## config.mk

```make
export PLATFORM = sky130hd
export DESIGN_NAME = fla_out_reg
export DESIGN_NICKNAME = d
export VERILOG_FILES = /design/src/rtl/free_list_heap_allocator_defines.svh /design/src/rtl/fla_pkg.sv /design/src/rtl/fla_out_reg.sv
export SDC_FILE = /design/constraint.sdc
export NUM_CORES = 1
export LEC_CHECK = 0
export BUFFER_PORTS_ARGS = -buffer_cell sky130_fd_sc_hd__buf_2
export CAP_MARGIN = 10
export CORE_MARGIN = 1.5
export CORE_UTILIZATION = 39
export DETAILED_ROUTE_END_ITERATION = 7
export GPL_ROUTABILITY_DRIVEN = 1
export HOLD_SLACK_MARGIN = 0.02
export MAX_ROUTING_LAYER = met4
export PLACE_DENSITY = 0.77
export SLEW_MARGIN = 30
export SYNTH_ARGS = -nofsm -noshare
export SYNTH_HDL_FRONTEND = slang
export SYNTH_SLANG_ARGS = --single-unit
```

## constraint.sdc

```tcl
create_clock -name clk -period 0.8 [get_ports clk]
set_input_delay 0.08 -clock clk [delete_from_list [all_inputs] [get_ports clk]]
set_output_delay 0.08 -clock clk [all_outputs]
set_load 0.005 [all_outputs]
```

## src/rtl/free_list_heap_allocator_defines.svh

```systemverilog
// ----------------------------------------------------------------------------
// Assertion macros for the free list heap allocator
// Shared checks, sampled on clk and disabled while rst is high.
// ----------------------------------------------------------------------------
`ifndef FREE_LIST_HEAP_ALLOCATOR_DEFINES_SVH
`define FREE_LIST_HEAP_ALLOCATOR_DEFINES_SVH

// Condition implies consequence in the same cycle
`define FLA_ASSERT_NOW(label, ante, cons, msg) \
  label: assert property (@(posedge clk) disable iff (rst) (ante) |-> (cons)) \
    else $error(msg);

// Condition implies consequence in the next cycle
`define FLA_ASSERT_NEXT(label, ante, cons, msg) \
  label: assert property (@(posedge clk) disable iff (rst) (ante) |=> (cons)) \
    else $error(msg);

`endif

```

## src/rtl/fla_pkg.sv

```systemverilog
// ----------------------------------------------------------------------------
// fla_pkg
// Types and fixed constants of the free list heap allocator.
// ----------------------------------------------------------------------------
package fla_pkg;

  localparam int BLOCK_BASE     = 8;
  localparam int META_BYTES     = 28;
  localparam int PAYLOAD_OFFSET = 24;
  localparam int ALIGN_BYTES    = 16;

  localparam logic KIND_ALLOC = 1'b0;
  localparam logic KIND_FREE  = 1'b1;

  localparam logic [1:0] STATUS_OK      = 2'd0;
  localparam logic [1:0] STATUS_OOM     = 2'd1;
  localparam logic [1:0] STATUS_IGNORED = 2'd2;

  typedef enum logic [3:0] {
    ST_IDLE,
    ST_WALK,
    ST_GROW,
    ST_FIT,
    ST_TAG,
    ST_PUSH1,
    ST_PUSH2,
    ST_F_HDR,
    ST_F_LFTR,
    ST_F_LHDR,
    ST_F_RIGHT,
    ST_F_RHDR,
    ST_F_CLAMP,
    ST_DONE
  } state_t;

  typedef struct packed {
    logic [1:0]  status;
    logic [16:0] granted_size;
    logic [15:0] granted_address;
  } result_t;

endpackage

```

## src/rtl/fla_out_reg.sv

```systemverilog
// ----------------------------------------------------------------------------
// fla_out_reg
// Result register on the master side; holds a result until it is taken.
// ----------------------------------------------------------------------------
module fla_out_reg (
  input  logic              clk,
  input  logic              rst,
  input  logic              load,
  input  fla_pkg::result_t  load_data,
  output logic              can_load,
  output logic              m_tvalid,
  input  logic              m_tready,
  output logic [39:0]       m_tdata    // granted_address, granted_size, status, zero pad
);

  fla_pkg::result_t data;

  assign can_load = !m_tvalid || m_tready;
  assign m_tdata  = {5'b0, data.status, data.granted_size, data.granted_address};

  always_ff @(posedge clk) begin
    if (rst) begin
      m_tvalid <= 1'b0;
    end else if (load) begin
      m_tvalid <= 1'b1;
    end else if (m_tready) begin
      m_tvalid <= 1'b0;
    end
  end

  always_ff @(posedge clk) begin
    if (load) begin
      data <= load_data;
    end
  end

endmodule

```

======== After elaboration in Yosys (flattened, before gate mapping) ========
Cells that the tools add are included.
cells by class
  reductions and logical operators ........ 3
  multiplexer cells ....................... 2
operators with widths
  operator            number
  $mux W1             2
  $reduce_bool A2 Y1  1
  $logic_not A1 Y1    1
  $logic_or A1 B1 Y1  1
word-level totals
  input bits .............................. 39
  output and inout bits ................... 42
  register bits after elaboration ......... 36

======== Longest topological paths before layout ========
Gate-level depths: netlist of the first run.
  depth after elaboration ................. 2
  gate-level depth with buffers ........... 2

======== Least setup slack after synthesis of the first run ========
No wires, ideal clock.
  kind .................................... flip-flop to flip-flop
  start point ............................. register m_tvalid (netlist name)
  end point ............................... register m_tvalid
  arrival ................................. 0.541 ns
  setup time .............................. 0.066 ns
  cell stages (with the launch flop) ...... 3
  period minus slack after synthesis ...... 0.607 ns
  data required time ...................... 0.734 ns
  path slack .............................. 0.193 ns
  cells stage by stage .................... dfxtp_1 > nand2b_4 > a21oi_2
RTL lines
  element               line               RTL
  end signal, assigned  fla_out_reg.sv:23  m_tvalid <= 1'b0;
  end signal, assigned  fla_out_reg.sv:25  m_tvalid <= 1'b1;
  end signal, assigned  fla_out_reg.sv:27  m_tvalid <= 1'b0;
  end, declared         fla_out_reg.sv:11  output logic m_tvalid,

======== Worst setup path in the final report of the first run ========
  start point ............................. register data (netlist bit m_tdata[5])
  end point ............................... output port m_tdata[5]
RTL lines
  element                 line               RTL
  start, declared         fla_out_reg.sv:16  fla_pkg::result_t data;
  start signal, assigned  fla_out_reg.sv:33  data <= load_data;
  end, declared           fla_out_reg.sv:13  output logic [39:0] m_tdata
No word-level cell between the ends.

==> metrics.md, run 1 <==
| Metric | Value |
|---|---|
| CP delay by family, top | flip-flops |
| Area leader, netlist | edfxtp_1 |
| CTS tree | done |
| Synth area leaders | edfxtp_1, buf_4, dfxtp_1 |
| Root Buffer | clkbuf_4 |
| Max stage delay on crit path | 0.40 ns |
| Mean routed wirelength per cell | 13.7 um |
| Most frequent cell after synthesis | edfxtp_1 |
| Pwr dens | 1860 nW/um^2 |
| H-tree Lvls | 2 |
| Number of CTS-inserted buffers | 5 |
| Slowest cell on crit path | edfxtp_1 |
| WL final | 2.72 mm |
| Worst EP required | 0.72 ns |
| Area fraction of the dominant cell type after synthesis | 0.923 |
| GR Overflow Total | 0 |
| Max_cap viols | 0 |
| P&R area growth vs syn | 77.7% |
| Synthesized cell area | 1140 um^2 |
| Metal2 WL | 1.69 mm |
| # rows | 19 |
| Final setup violation count | 37 |
| Fin worst setup slack | -0.165 ns |
| WS Path Type | reg2out |
| Core area | 2760 um^2 |
| IR drop worst, VDD | 1.79 mV |
| Top FF cell, synth | edfxtp_1 |
| Hold WS | 0.164 ns |
| Starting Density | 0.413 |
| Die X | 57.0 um |
| Clk pin slew, worst setup/hold paths | 0.11 ns |
| Synthesis-stage register bit count | 36 |
| Fin crit share | 1.21 |
| Syn Inst Count | 45 |
| Pre-antenna DRT Iters | 4 |
| CP Max Fanout | 1 |
| CP arrival | 0.89 ns |
| First-pass GRT wire length | 4.10 mm |
| Clock sinks | 36 |
| Failing checks | setup timing |
| Io pins | 81 |
| Die H | 57.0 um |
| CTS Buffer Depth | 2 |
| Routability congestion estimate | 0.654 |
| CP bufs+invs | 1 |
| Port Buf Inserts | 75 |
| Synthesized area per cell | 25.3 um^2 |
| Max-slew violation count | 0 |
| Ys Warns | 0 |
| Share of cells above drive strength 1 | 0.533 |
| Sequential-to-total area share from yosys stat | 0.941 |
| Worst hold path type | in2reg |
| Vias in the first global route | 904 |
| Die area | 3250 um^2 |
| CP startpoint kind | flop |
| Top sig layer | met4 |
| Worst-Skew Late Latency | 0.34 ns |
| Antenna viol nets, final | 0 |
| GRT Util Overall | 0.183 |
| 1st-iter DRT viols | 19 |
| Crit path capture type | output port |
| Distinct cell type count after synthesis | 7 |
| Fill cell count | 173 |
| Synth async-reset ratio | 0 |
| DRC viols | 0 |
| Commonest cells post-synth | edfxtp_1, buf_4 |
| Post-DR vias/cell | 4.30 |
| Post-synth EDFFs | 35 |
| Fin. Hold Viols | 0 |
| # nets final | 205 |
| Max Clock Skew | 0 ns |
| Max Freq | 1040 MHz |
| Core Util, Final | 0.734 |
| Via Count | 851 |
| # diodes | 0 |
| WL met3 | 132 um |
| Initial antenna violation count | 0 |
| Outcome | finished with violations |
| Static Leak | 0.000892 uW |
| Met1 WL | 847 um |
| Post-DP HPWL | 1.62 mm |
| CP cell instances | buf_2 |
| Largest net degree at the start of global routing | 20 |
| RSZ-0062 raised after global routing | yes |
| Minimum clock period | 0.965 ns |
-- kinds of logic after synthesis --
logic type | synth area share
other cells | 0.00329
flops | 0.941
simple gates | 0.0121
compound gates | 0.00769
buf+inv | 0.0363
-- placed cells by master, fill, tap and decap left out --
master	n
inv_1	1
edfxtp_1	35
buf_2	74
clkinvlp_4	1
conb_1	5
dlygate4sd3_1	36
nand2b_4	1
clkbuf_8	1
buf_6	3
dfxtp_2	1
clkbuf_4	5
clkbuf_1	1
buf_12	2
a21oi_2	1
-- stage by stage --
stage	cell area (um^2)	setup TNS [ns]	cells	power, uW	setup slack, ns
4_1_cts	2010	-4.78	197	3760	-0.156
2_1_floorplan	1150	0	49	2370	0.193
3_3_place_gp	1570	0	152	2620	0.121
5_1_grt	2020	-6.23	198	3910	-0.228
3_5_place_dp	1570	0	152	2640	0.106
6_report	2020	-4.54	198	3760	-0.165
-- final cells by class --
class / count / area [um^2] / share of cell area
Sequential cell: 36 / 1070 / 0.530
Timing Repair Buffer: 115 / 805 / 0.398
Clock buffer: 7 / 55.1 / 0.0272
Multi-Input combinational cell: 7 / 41.3 / 0.0204
Tap cell: 31 / 38.8 / 0.0192
Clock inverter: 1 / 7.51 / 0.00371
Inverter: 1 / 3.75 / 0.00186
-- final timing paths --
kind,startpoint,endpoint,slack [ns],depth (start not counted)
setup / recovery,m_tdata[5]$_DFFE_PP_,m_tdata[5],-0.17,1
hold reg to reg,m_tvalid$_SDFFE_PP0P_,m_tvalid$_SDFFE_PP0P_,0.65,4
hold / removal,m_tready,m_tvalid$_SDFFE_PP0P_,0.16,5
setup reg to reg,m_tvalid$_SDFFE_PP0P_,m_tvalid$_SDFFE_PP0P_,0.01,4
-- timing repair --
action                     CTS  global route
pin swaps                    0             1
gates resized for setup      2             2
setup endpoints to repair   37            37
hold endpoints to repair    36             0
buffers inserted             1             1
hold buffers                36             0
-- flip-flops by register name (all words and copies together), names as in the netlist --
name      cells
m_tdata      35
m_tvalid      1
-- where the power goes --
| part | total [uW] | internal, uW | leakage (uW) | switching (uW) |
|---|---|---|---|---|
| Clock | 1020 | 430 | 0.0000315 | 587 |
| Sequential | 2270 | 2230 | 0.000351 | 37.1 |
| Combinational | 480 | 306 | 0.000509 | 174 |
-- metal layers --
layer | up-vias | track usage
met4 | 0 | 0.0797
li1 | 404 | -
met1 | 407 | 0.149
met3 | 5 | 0.0476
met2 | 35 | 0.368
met5 | - | -
Note: power is estimated with default switching activity, not from simulation.
==> inputs of run 2 (changes only) <==
--- a/config.mk
+++ b/config.mk
@@ -11,9 +11,9 @@
 export CORE_UTILIZATION = 39
 export DETAILED_ROUTE_END_ITERATION = 7
 export GPL_ROUTABILITY_DRIVEN = 1
-export HOLD_SLACK_MARGIN = 0.02
 export MAX_ROUTING_LAYER = met4
 export PLACE_DENSITY = 0.77
+export RECOVER_POWER = 100
 export SLEW_MARGIN = 30
 export SYNTH_ARGS = -nofsm -noshare
 export SYNTH_HDL_FRONTEND = slang
==> metrics.md, run 2 (synthesis results as in run 1) <==
| Metric | Value |
|---|---|
| Outcome | finished with violations |
| Failing checks | setup timing |
| Final setup violation count | 37 |
| Fin cells | 198 |
| Share of cells above drive strength 1 | 0.521 |
| Met3 global-route usage | 0.0476 |
| Minimum clock period | 0.966 ns |
| Worst hold path type | in2reg |
| Die X | 57.0 um |
| Static Leak | 0.000876 uW |
| Die area | 3250 um^2 |
| Max stage delay on crit path | 0.40 ns |
| Antenna viol nets, final | 0 |
| Crit path capture type | output port |
| # rows | 19 |
| Slowest cell on crit path | edfxtp_1 |
| DRC viols | 0 |
| Max-slew violation count | 0 |
| CP arrival | 0.89 ns |
| Via Count | 845 |
| Max Freq | 1040 MHz |
| CP Max Fanout | 1 |
| P&R area growth vs syn | 74.8% |
| Starting Density | 0.413 |
| Core area | 2760 um^2 |
| First-pass GRT wire length | 4.10 mm |
| CP bufs+invs | 1 |
| Mean routed wirelength per cell | 13.7 um |
| Worst Hold Launch | m_tready |
| Setup crit start | m_tdata[5]$_DFFE_PP_ |
| # diodes | 0 |
| Clock sinks | 36 |
| Worst-Skew Late Latency | 0.34 ns |
| WS Path Type | reg2out |
| CP delay by family, top | flip-flops |
| Largest net degree at the start of global routing | 20 |
| 1st-iter DRT viols | 20 |
| Multi-input logic area | 41.3 um^2 |
| Pwr dens | 1880 nW/um^2 |
| Placed insts | 152 |
| RSZ-0062 raised after global routing | yes |
| Top Usage Layer GRT | met2 |
| Max_cap viols | 0 |
| Number of CTS-inserted buffers | 5 |
| CTS Buffer Depth | 2 |
| Met2 Use GR | 0.368 |
| Routability congestion estimate | 0.654 |
| Pre-antenna DRT Iters | 4 |
| # nets final | 205 |
| FF-to-FF Start | m_tvalid$_SDFFE_PP0P_ |
| Io pins | 81 |
| Die H | 57.0 um |
| Clk pin slew, worst setup/hold paths | 0.11 ns |
| Root Buffer | clkbuf_4 |
| H-tree Lvls | 2 |
| Fin. Hold Viols | 0 |
| CP cell instances | buf_2 |
| Power Total | 3740 uW |
| Max Clock Skew | 0 ns |
| Post-DR vias/cell | 4.27 |
| Fin worst setup slack | -0.166 ns |
| Worst EP required | 0.72 ns |
| CP startpoint kind | flop |
| Core Util, Final | 0.722 |
| Initial antenna violation count | 0 |
| FF/Latch Area | 1070 um^2 |
| Max FFs per register | 35 |
| WL final | 2.72 mm |
| Vias in the first global route | 904 |
| Finished Cell Area | 1990 um^2 |
| GRT Util Overall | 0.183 |
| Most frequent cells in the layout | buf_2, dlygate4sd3_1, edfxtp_1 |
| Fill cell count | 178 |
| Post-DP HPWL | 1.62 mm |
| Setup tns final | -4.55 ns |
| Placed cell area | 1570 um^2 |
| Fin crit share | 1.21 |
| GR met1 Demand/Resource | 0.149 |
| GR Overflow Total | 0 |
| IR drop worst, VDD | 1.83 mV |
| Port Buf Inserts | 75 |
| CTS tree | done |
| Commonest non-fill, non-tap cell in the layout | buf_2 |
## run 2: cell types whose count changed in the layout (fill, tap and decap cells not counted)
cell      delta
clkbuf_1     +2
buf_12       -2
buf_2        -2
clkbuf_2     +2
## run 2: through the flow
step	hold slack, ns	setup WS, ns
after floorplan	0.142	0.193
after global placement	0.240	0.121
after detailed placement	0.243	0.106
after CTS	0.0969	-0.156
after global routing	0.162	-0.228
final	0.163	-0.166
## run 2: per-layer routing
metal / part of all wire / wire (um)
met5: 0 / 0
met4: 0.018 / 50
met3: 0.049 / 132
met2: 0.62 / 1680
met1: 0.31 / 856
## run 2: layout make-up
type / instances / area share
Sequential cell: 36 / 0.539
Clock inverter: 1 / 0.00377
Clock buffer: 7 / 0.0277
Multi-Input combinational cell: 7 / 0.0207
Tap cell: 31 / 0.0195
Inverter: 1 / 0.00189
Timing Repair Buffer: 115 / 0.388
## run 2: final timing paths
kind	to	slack, ns	depth (start not counted)
setup / recovery	m_tdata[5]	-0.17	1
hold / removal	m_tvalid$_SDFFE_PP0P_	0.16	5
setup reg to reg	m_tvalid$_SDFFE_PP0P_	0.01	4
hold reg to reg	m_tvalid$_SDFFE_PP0P_	0.65	4
## run 2: where the power goes
group | internal [uW] | switching (uW) | total [uW]
sequential | 2230 | 37.1 | 2270
clock | 430 | 587 | 1020
combinational | 288 | 171 | 459
## run 2: timing repair
item | in CTS | in global routing
hold endpoints to repair | 36 | 0
hold buffers | 36 | 0
pin swaps | 0 | 1
cloned | 0 | 0
gates resized for setup | 2 | 2
endpoints found under the setup margin | 37 | 37
setup buffers | 1 | 1
## run 2: worst register-to-register path: cells and delay by family (launching register included)
kind,cells,cell delay [ns]
buffers and inverters,2,0.21
AND/OR/NAND/NOR,1,0.06
flip-flops,1,0.37
AO/OA/AOI/OAI,1,0.09
